**config.mk**
```make
export PLATFORM = sky130hd
export DESIGN_NAME = banked_interrupt_controller_unit
export DESIGN_NICKNAME = d
export VERILOG_FILES = /design/src/bic_pkg.sv /design/src/banked_interrupt_controller_unit.sv
export SDC_FILE = /design/constraint.sdc
export NUM_CORES = 1
export LEC_CHECK = 0
export ABC_AREA = 1
export BUFFER_PORTS_ARGS = -buffer_cell sky130_fd_sc_hd__clkbuf_2
export CAP_MARGIN = 15
export CORE_UTILIZATION = 63
export CTS_CLUSTER_DIAMETER = 200
export DETAILED_ROUTE_END_ITERATION = 8
export PLACE_DENSITY = 0.95
export SYNTH_ARGS = -nofsm -noshare
export SYNTH_HDL_FRONTEND = slang
export SYNTH_SLANG_ARGS = --single-unit
```
**constraint.sdc**
```tcl
create_clock -name i_clk -period 11.49 [get_ports i_clk]
set_clock_uncertainty 0.15 [all_clocks]
set_input_delay 2.298 -clock i_clk [delete_from_list [all_inputs] [get_ports i_clk]]
set_output_delay 2.298 -clock i_clk [all_outputs]
set_load 0.01 [all_outputs]
```
**src/bic_pkg.sv**
```systemverilog
// ----------------------------------------------------------------------------
// bic_pkg
// Shared types, register map and helpers of the banked interrupt controller.
// ----------------------------------------------------------------------------
package bic_pkg;

    // widths of the fixed transfer fields
    localparam int unsigned BANK_W   = 32;
    localparam int unsigned LOCAL_W  = 8;
    localparam int unsigned INDEX_W  = 4;
    localparam int unsigned SRC_W    = 7;
    localparam int unsigned BIT_W    = 5;

    // operation codes carried in the low bits of the input tuser
    typedef enum logic [1:0] {
        OP_LEVELS = 2'd0,
        OP_WRITE  = 2'd1,
        OP_READ   = 2'd2,
        OP_NOP    = 2'd3
    } t_op;

    // register map
    localparam logic [INDEX_W-1:0] REG_BASIC   = 4'd0;
    localparam logic [INDEX_W-1:0] REG_PEND0   = 4'd1;
    localparam logic [INDEX_W-1:0] REG_PEND1   = 4'd2;
    localparam logic [INDEX_W-1:0] REG_ENSET0  = 4'd3;
    localparam logic [INDEX_W-1:0] REG_ENSET1  = 4'd4;
    localparam logic [INDEX_W-1:0] REG_ENSETL  = 4'd5;
    localparam logic [INDEX_W-1:0] REG_DIS0    = 4'd6;
    localparam logic [INDEX_W-1:0] REG_DIS1    = 4'd7;
    localparam logic [INDEX_W-1:0] REG_DISL    = 4'd8;

    // summary bits of the basic pending register
    localparam logic [BANK_W-1:0] BANK0_SUMMARY = 32'h0000_0100;
    localparam logic [BANK_W-1:0] BANK1_SUMMARY = 32'h0000_0200;

    // base source numbers of the local bank and bank 1
    localparam logic [SRC_W-1:0] LOCAL_BASE = 7'd64;
    localparam logic [SRC_W-1:0] BANK1_BASE = 7'd32;

    // result payload, last field in the lowest bits of the output tdata
    typedef struct packed {
        logic              next_valid;
        logic [SRC_W-1:0]  next_source;
        logic              irq_line;
        logic [BANK_W-1:0] read_data;
    } t_result;

    // index of the lowest set bit, zero when none is set
    function automatic logic [BIT_W-1:0] lowest_bit(input logic [BANK_W-1:0] v);
        logic [BIT_W-1:0] idx;
        idx = '0;
        for (int i = BANK_W - 1; i >= 0; i--) begin
            if (v[i]) begin
                idx = BIT_W'(i);
            end
        end
        return idx;
    endfunction

endpackage

```
**src/banked_interrupt_controller_unit.sv**
```systemverilog
// ----------------------------------------------------------------------------
// banked_interrupt_controller_unit
// Two 32-source banks and one local bank with enable-set and disable
// registers, pending status, a combined interrupt line and a service hint.
// ----------------------------------------------------------------------------
// One transfer in gives one transfer out. Each input transfer either loads
// the raw levels of all sources, writes an enable-set or disable register,
// reads a register or, for OP_NOP, changes nothing; every result carries the
// read data (zero unless the transfer was a read), the combined interrupt
// line and the next source to service (local bank first, then sources 0-31,
// then 32-63, lowest number first), all taken after the transfer has had
// its effect. The unit takes a new transfer on every cycle while the output
// is not stalled; a transfer passes through the input register, the single
// stage of masking and priority encoding and then the result register. A
// stalled output holds the result register and, once the input register is
// also full, drops s_axis_tready. LOCAL_SOURCES sets how many of the eight
// local level and enable bits are kept; the rest read as zero.
module banked_interrupt_controller_unit #(
    parameter int unsigned LOCAL_SOURCES = 8
) (
    input  logic         i_clk,
    input  logic         i_rst_n,
    // input stream
    input  logic         s_axis_tvalid,
    output logic         s_axis_tready,
    // tdata: write_data[31:0], bank0_levels[63:32], bank1_levels[95:64],
    //        local_levels[103:96]
    input  logic [103:0] s_axis_tdata,
    // tuser: op[1:0], reg_index[5:2]
    input  logic [5:0]   s_axis_tuser,
    // result stream
    output logic         m_axis_tvalid,
    input  logic         m_axis_tready,
    // tdata: read_data[31:0], irq_line[32], next_source[39:33],
    //        next_valid[40], zero fill[47:41]
    output logic [47:0]  m_axis_tdata
);
    import bic_pkg::*;

    localparam int unsigned LS = LOCAL_SOURCES;

    // input register
    logic                r_in_valid;
    t_op                 r_op;
    logic [INDEX_W-1:0]  r_idx;
    logic [BANK_W-1:0]   r_wdata;
    logic [BANK_W-1:0]   r_lvl0_in;
    logic [BANK_W-1:0]   r_lvl1_in;
    logic [LS-1:0]       r_lvll_in;

    // controller state
    logic [BANK_W-1:0]   r_en0,  n_en0;
    logic [BANK_W-1:0]   r_en1,  n_en1;
    logic [LS-1:0]       r_enl,  n_enl;
    logic [BANK_W-1:0]   r_lvl0, n_lvl0;
    logic [BANK_W-1:0]   r_lvl1, n_lvl1;
    logic [LS-1:0]       r_lvll, n_lvll;

    // result register
    logic                r_out_valid;
    t_result             r_res, n_res;

    logic                w_advance;
    logic [BANK_W-1:0]   w_p0, w_p1;
    logic [LS-1:0]       w_pl;
    logic [BANK_W-1:0]   w_pl_ext;
    logic [BANK_W-1:0]   w_enl_ext;
    logic [BANK_W-1:0]   w_basic;
    logic [BIT_W-1:0]    w_bit_l, w_bit0, w_bit1;

    // the stage moves on when its result register is free or being emptied
    assign w_advance     = r_in_valid && (!r_out_valid || m_axis_tready);
    assign s_axis_tready = !r_in_valid || w_advance;

    // state update for the item in the input register
    always_comb begin
        n_en0  = r_en0;
        n_en1  = r_en1;
        n_enl  = r_enl;
        n_lvl0 = r_lvl0;
        n_lvl1 = r_lvl1;
        n_lvll = r_lvll;
        if (r_op == OP_LEVELS) begin
            n_lvl0 = r_lvl0_in;
            n_lvl1 = r_lvl1_in;
            n_lvll = r_lvll_in;
        end else if (r_op == OP_WRITE) begin
            unique case (r_idx)
                REG_ENSET0: n_en0 = r_en0 | r_wdata;
                REG_ENSET1: n_en1 = r_en1 | r_wdata;
                REG_ENSETL: n_enl = r_enl | r_wdata[LS-1:0];
                REG_DIS0:   n_en0 = r_en0 & ~r_wdata;
                REG_DIS1:   n_en1 = r_en1 & ~r_wdata;
                REG_DISL:   n_enl = r_enl & ~r_wdata[LS-1:0];
                default:    ; // pending registers and unused indexes ignore writes
            endcase
        end
    end

    // pending status from the updated state
    always_comb begin
        w_p0 = n_lvl0 & n_en0;
        w_p1 = n_lvl1 & n_en1;
        w_pl = n_lvll & n_enl;

        w_pl_ext           = '0;
        w_pl_ext[LS-1:0]   = w_pl;
        w_enl_ext          = '0;
        w_enl_ext[LS-1:0]  = n_enl;

        w_basic = w_pl_ext
                | ((|w_p0) ? BANK0_SUMMARY : '0)
                | ((|w_p1) ? BANK1_SUMMARY : '0);

        w_bit_l = lowest_bit(w_pl_ext);
        w_bit0  = lowest_bit(w_p0);
        w_bit1  = lowest_bit(w_p1);
    end

    // result fields
    always_comb begin
        n_res = '0;
        if (r_op == OP_READ) begin
            unique case (r_idx) inside
                REG_BASIC:            n_res.read_data = w_basic;
                REG_PEND0:            n_res.read_data = w_p0;
                REG_PEND1:            n_res.read_data = w_p1;
                REG_ENSET0, REG_DIS0: n_res.read_data = n_en0;
                REG_ENSET1, REG_DIS1: n_res.read_data = n_en1;
                REG_ENSETL, REG_DISL: n_res.read_data = w_enl_ext;
                default:              n_res.read_data = '0;
            endcase
        end
        n_res.irq_line = (|w_p0) || (|w_p1) || (|w_pl);
        // local bank wins, then bank 0, then bank 1
        if (|w_pl) begin
            n_res.next_source = LOCAL_BASE | SRC_W'(w_bit_l);
            n_res.next_valid  = 1'b1;
        end else if (|w_p0) begin
            n_res.next_source = SRC_W'(w_bit0);
            n_res.next_valid  = 1'b1;
        end else if (|w_p1) begin
            n_res.next_source = BANK1_BASE | SRC_W'(w_bit1);
            n_res.next_valid  = 1'b1;
        end
    end

    // control and state registers
    always_ff @(posedge i_clk) begin
        if (!i_rst_n) begin
            r_in_valid  <= 1'b0;
            r_out_valid <= 1'b0;
            r_en0       <= '0;
            r_en1       <= '0;
            r_enl       <= '0;
            r_lvl0      <= '0;
            r_lvl1      <= '0;
            r_lvll      <= '0;
        end else begin
            if (s_axis_tready) begin
                r_in_valid <= s_axis_tvalid;
            end
            if (w_advance) begin
                r_out_valid <= 1'b1;
                r_en0       <= n_en0;
                r_en1       <= n_en1;
                r_enl       <= n_enl;
                r_lvl0      <= n_lvl0;
                r_lvl1      <= n_lvl1;
                r_lvll      <= n_lvll;
            end else if (m_axis_tready) begin
                r_out_valid <= 1'b0;
            end
        end
    end

    // payload registers
    always_ff @(posedge i_clk) begin
        if (s_axis_tready && s_axis_tvalid) begin
            r_op      <= t_op'(s_axis_tuser[1:0]);
            r_idx     <= s_axis_tuser[5:2];
            r_wdata   <= s_axis_tdata[31:0];
            r_lvl0_in <= s_axis_tdata[63:32];
            r_lvl1_in <= s_axis_tdata[95:64];
            r_lvll_in <= s_axis_tdata[96 +: LS];
        end
        if (w_advance) begin
            r_res <= n_res;
        end
    end

    assign m_axis_tvalid = r_out_valid;
    assign m_axis_tdata  = {7'b0, r_res};

`ifndef NO_ASSERTIONS
    // a full input register behind a stalled result must hold off new transfers
    a_backpressure : assert property (@(posedge i_clk) disable iff (!i_rst_n)
        (r_in_valid && r_out_valid && !m_axis_tready) |-> !s_axis_tready)
        else $error("input taken while both stages are stalled");

    // a service hint needs the interrupt line
    a_hint_irq : assert property (@(posedge i_clk) disable iff (!i_rst_n)
        (r_out_valid && r_res.next_valid) |-> r_res.irq_line)
        else $error("next source valid without interrupt line");

    // no hint means a zero source number
    a_hint_zero : assert property (@(posedge i_clk) disable iff (!i_rst_n)
        (r_out_valid && !r_res.next_valid) |-> (r_res.next_source == '0))
        else $error("next source not zero without a pending source");

    // an accepted item reaches the result register on the following cycle
    // unless the output stage was stalled
    a_progress : assert property (@(posedge i_clk) disable iff (!i_rst_n)
        (r_in_valid && (!r_out_valid || m_axis_tready)) |=> r_out_valid)
        else $error("result lost after stage advance");
`endif

endmodule
```
==> results.py <==
metrics = {
    "floorplanning": {
        "die_x_um": 151,
        "io-pin-count": 164,
        "rows": 54,
        "coreArea_sq_um": 21800,
        "die_height_um": 151,
        "dieArea_sq_um": 22900,
        "start_util_pct": 64.3,
    },
    "yosys": {
        "synth_top_area_share_pct": 32.3,
        "synthTopCellsByArea": "edfxtp_1 (32%), dfxtp_1 (21%), nand2_1 (9.1%), o21ai_0 (5.9%), nor2_1 (5.2%)",
        "ys_top_cells_by_count": "nand2_1 (340), nor2_1 (194), inv_1 (189), o21ai_0 (166), edfxtp_1 (151)",
        "syn-cell-area_sq_um": 14000,
        "async_flop_share_pct": 0,
        "synth_most_common_cell": "nand2_1",
        "synth-seq-cells": 297,
        "ys.flop_type": "edfxtp_1",
        "synth_seq_area_share_pct": 53.2,
        "yosys.area.top_type": "edfxtp_1",
        "synth_cell_types": 47,
        "synthCells": 1641,
        "yosysWarnings": 0,
        "avgSynthCellArea_sq_um": 8.55,
        "synth-edff-count": 151,
    },
    "clock_tree": {
        "htree_num_levels": 1,
        "cts_setup_buffers": 0,
        "clock_path_buffers": 3,
        "hold_buffers": 0,
        "cts-root-buf": "clkbuf_16",
        "cts_buffers": 29,
        "cts_tree": "yes",
        "clk_latency_ns": 0.56,
        "clock_sinks": 297,
        "cts-resized-gates": 0,
        "path_clk_slew_ns": 0.06,
    },
    "run": {
        "cap_violations": 0,
    },
    "setup_path": {
        "crit_fanout": 3,
        "critPathTopFamily": "buffers and inverters",
        "cp_slowest_stage_delay_ns": 0.15,
        "crit_chain": "clkbuf_2 -> inv_1 -> nand3_1 -> clkbuf_2",
        "cp.arrival_ns": 2.70,
        "path_common_cell": "clkbuf_2",
        "critical_path_class": "in2out",
        "cp_data_required_time_ns": 9.04,
        "critical_path_buf_inv_count": 3,
        "worstSetupEndpointType": "primary output",
        "crit_path_start_kind": "primary input",
        "crit_slowest_cell": "clkbuf_2",
    },
    "global_route": {
        "grt_pass1_wl_um": 57800,
        "gr-total-overflow": 0,
        "grt.total_usage_pct": 32.4,
        "antenna_found_initial": 0,
        "grt_pass1_vias": 11600,
        "grt_max_degree": 161,
    },
    "power_and_ir_drop": {
        "ir_drop_uv": 129,
        "power_density_nw_per_um2": 157,
        "p_leak_uw": 0.00688,
        "total_power_uw": 2460,
    },
    "timing": {
        "clock.fmax_ghz": 0.194,
        "post-route-min-period_ns": 5.15,
        "rsz0062_at_grt": "false",
        "worst_pin_slew_ns": 1.10,
        "drv_slew": 0,
        "hold_viol_final": 0,
        "whs_ns": 0.311,
        "fin_setup_tns_ns": 0,
        "slew_headroom_pct": 27.0,
        "finalSetupViolations": 0,
        "period_share_pct": 44.8,
    },
    "route": {
        "via_per_inst": 5.91,
        "drt_pass1_iterations": 6,
        "vias": 12200,
        "wl_per_cell_um": 17.8,
        "drtIter0Drc": 1274,
        "postRouteAntennaNets": 0,
        "wirelength_um": 36700,
        "post-route-drc-count": 0,
    },
    "place": {
        "dp_hpwl_um": 24000,
        "gp_congestion": 0.962,
        "placed_area_sq_um": 14800,
        "io_buffers": 156,
    },
    "cells_and_area": {
        "drive_gt1_share_pct": 14.9,
        "insertedDiodeCount": 0,
        "final_area_sq_um": 15700,
        "syn_to_final_growth_pct": 12.1,
        "final_nets": 1866,
        "fillerInstances": 1515,
    },
    "status": {
        "status": "completed",
    },
    "min_path": {
        "hold_class": "reg2reg",
    },
}
[metal layers]
layer	vias up	GRT usage, %	wire, um	part of all wire [%]
li1	5736	-	-	-
met1	5595	41.6	14700	40
met2	674	52.9	17200	47
met3	146	4.55	2850	7.8
met4	0	17.2	1840	5.0
met5	-	0	0	0
[path summary, 6_finish.rpt]
| path | startpoint | end | slack [ns] | depth (start not counted) |
|---|---|---|---|---|
| hold / removal | r_lvl0[22]$_SDFFE_PN0P_ | r_lvl0[22]$_SDFFE_PN0P_ | 0.31 | 2 |
| hold reg to reg | r_lvl0[22]$_SDFFE_PN0P_ | r_lvl0[22]$_SDFFE_PN0P_ | 0.31 | 2 |
| setup / recovery | m_axis_tready | s_axis_tready | 6.34 | 4 |
| setup reg to reg | r_idx[2]$_DFFE_PP_ | m_axis_tdata[33]$_DFFE_PP_ | 7.07 | 38 |
[flip-flops by register name (all words and copies together) (netlist names)]
| signal | cells |
|---|---|
| r_enl | 8 |
| r_lvl1 | 32 |
| m_axis_tvalid | 1 |
| r_lvll_in | 8 |
| m_axis_tdata | 41 |
| r_in_valid | 1 |
| r_lvl0 | 32 |
| r_op | 2 |
| r_lvl1_in | 32 |
| r_wdata | 32 |
| r_idx | 4 |
| r_en1 | 32 |
| r_lvl0_in | 32 |
| r_en0 | 32 |
| r_lvll | 8 |
[power by group]
group          leakage (uW)  switching (uW)  total [uW]  internal (uW)
clock              0.000444             405         921            516
sequential          0.00266            31.6        1220           1190
combinational       0.00378             217         321            103
total               0.00688             655        2460           1810
[cells by family after synthesis]
family / synth area share, %
AOI/OAI and AO/OA: 18.4
buffers and inverters: 8.95
DFF: 53.2
muxes: 2.85
other: 0.0267
and+or+nand+nor: 16.6
[stage by stage]
stage,cells,setup WS (ns),utilization (%)
floorplan,1647,6.17,-
global placement,2001,6.37,67.8
detailed placement,2001,6.36,67.8
CTS,2055,6.35,72.0
global route,2055,6.30,72.0
finish,2055,6.34,72.0
[placed cells by master, fill, tap and decap left out, drive strengths merged, types with 3 or more instances in the layout]
cell type / instances
a22oi: 43
o221ai: 5
edfxtp: 151
clkinvlp: 3
clkinv: 14
clkbuf: 195
nor2: 204
dfxtp: 146
o21a: 3
a221oi: 4
a211oi: 30
o21bai: 3
o21ai: 177
or2: 11
o211ai: 44
nand3: 7
nor3: 7
conb: 7
a21oi: 68
buf: 11
mux2i: 40
inv: 200
nand2: 347
o22ai: 24
a31oi: 8
a2111oi: 7
and2: 8
[layout make-up]
class                           instances  area, sq um  share of cell area [%]
Multi-Input combinational cell       1054         5360                    34.1
Sequential cell                       297         7460                    47.4
Clock inverter                         15          115                   0.732
Tap cell                              280          350                    2.23
Clock buffer                           39          805                    5.12
Inverter                              203          769                    4.90
Timing Repair Buffer                  167          863                    5.49
[worst min-delay path: cells and delay by family, from the launching register on]
kind / cells / cell delay, ns
buffers and inverters: 1 / 0.05
DFF: 1 / 0.30
AOI/OAI and AO/OA: 1 / 0.06
Note: power is estimated with default switching activity, not from simulation.
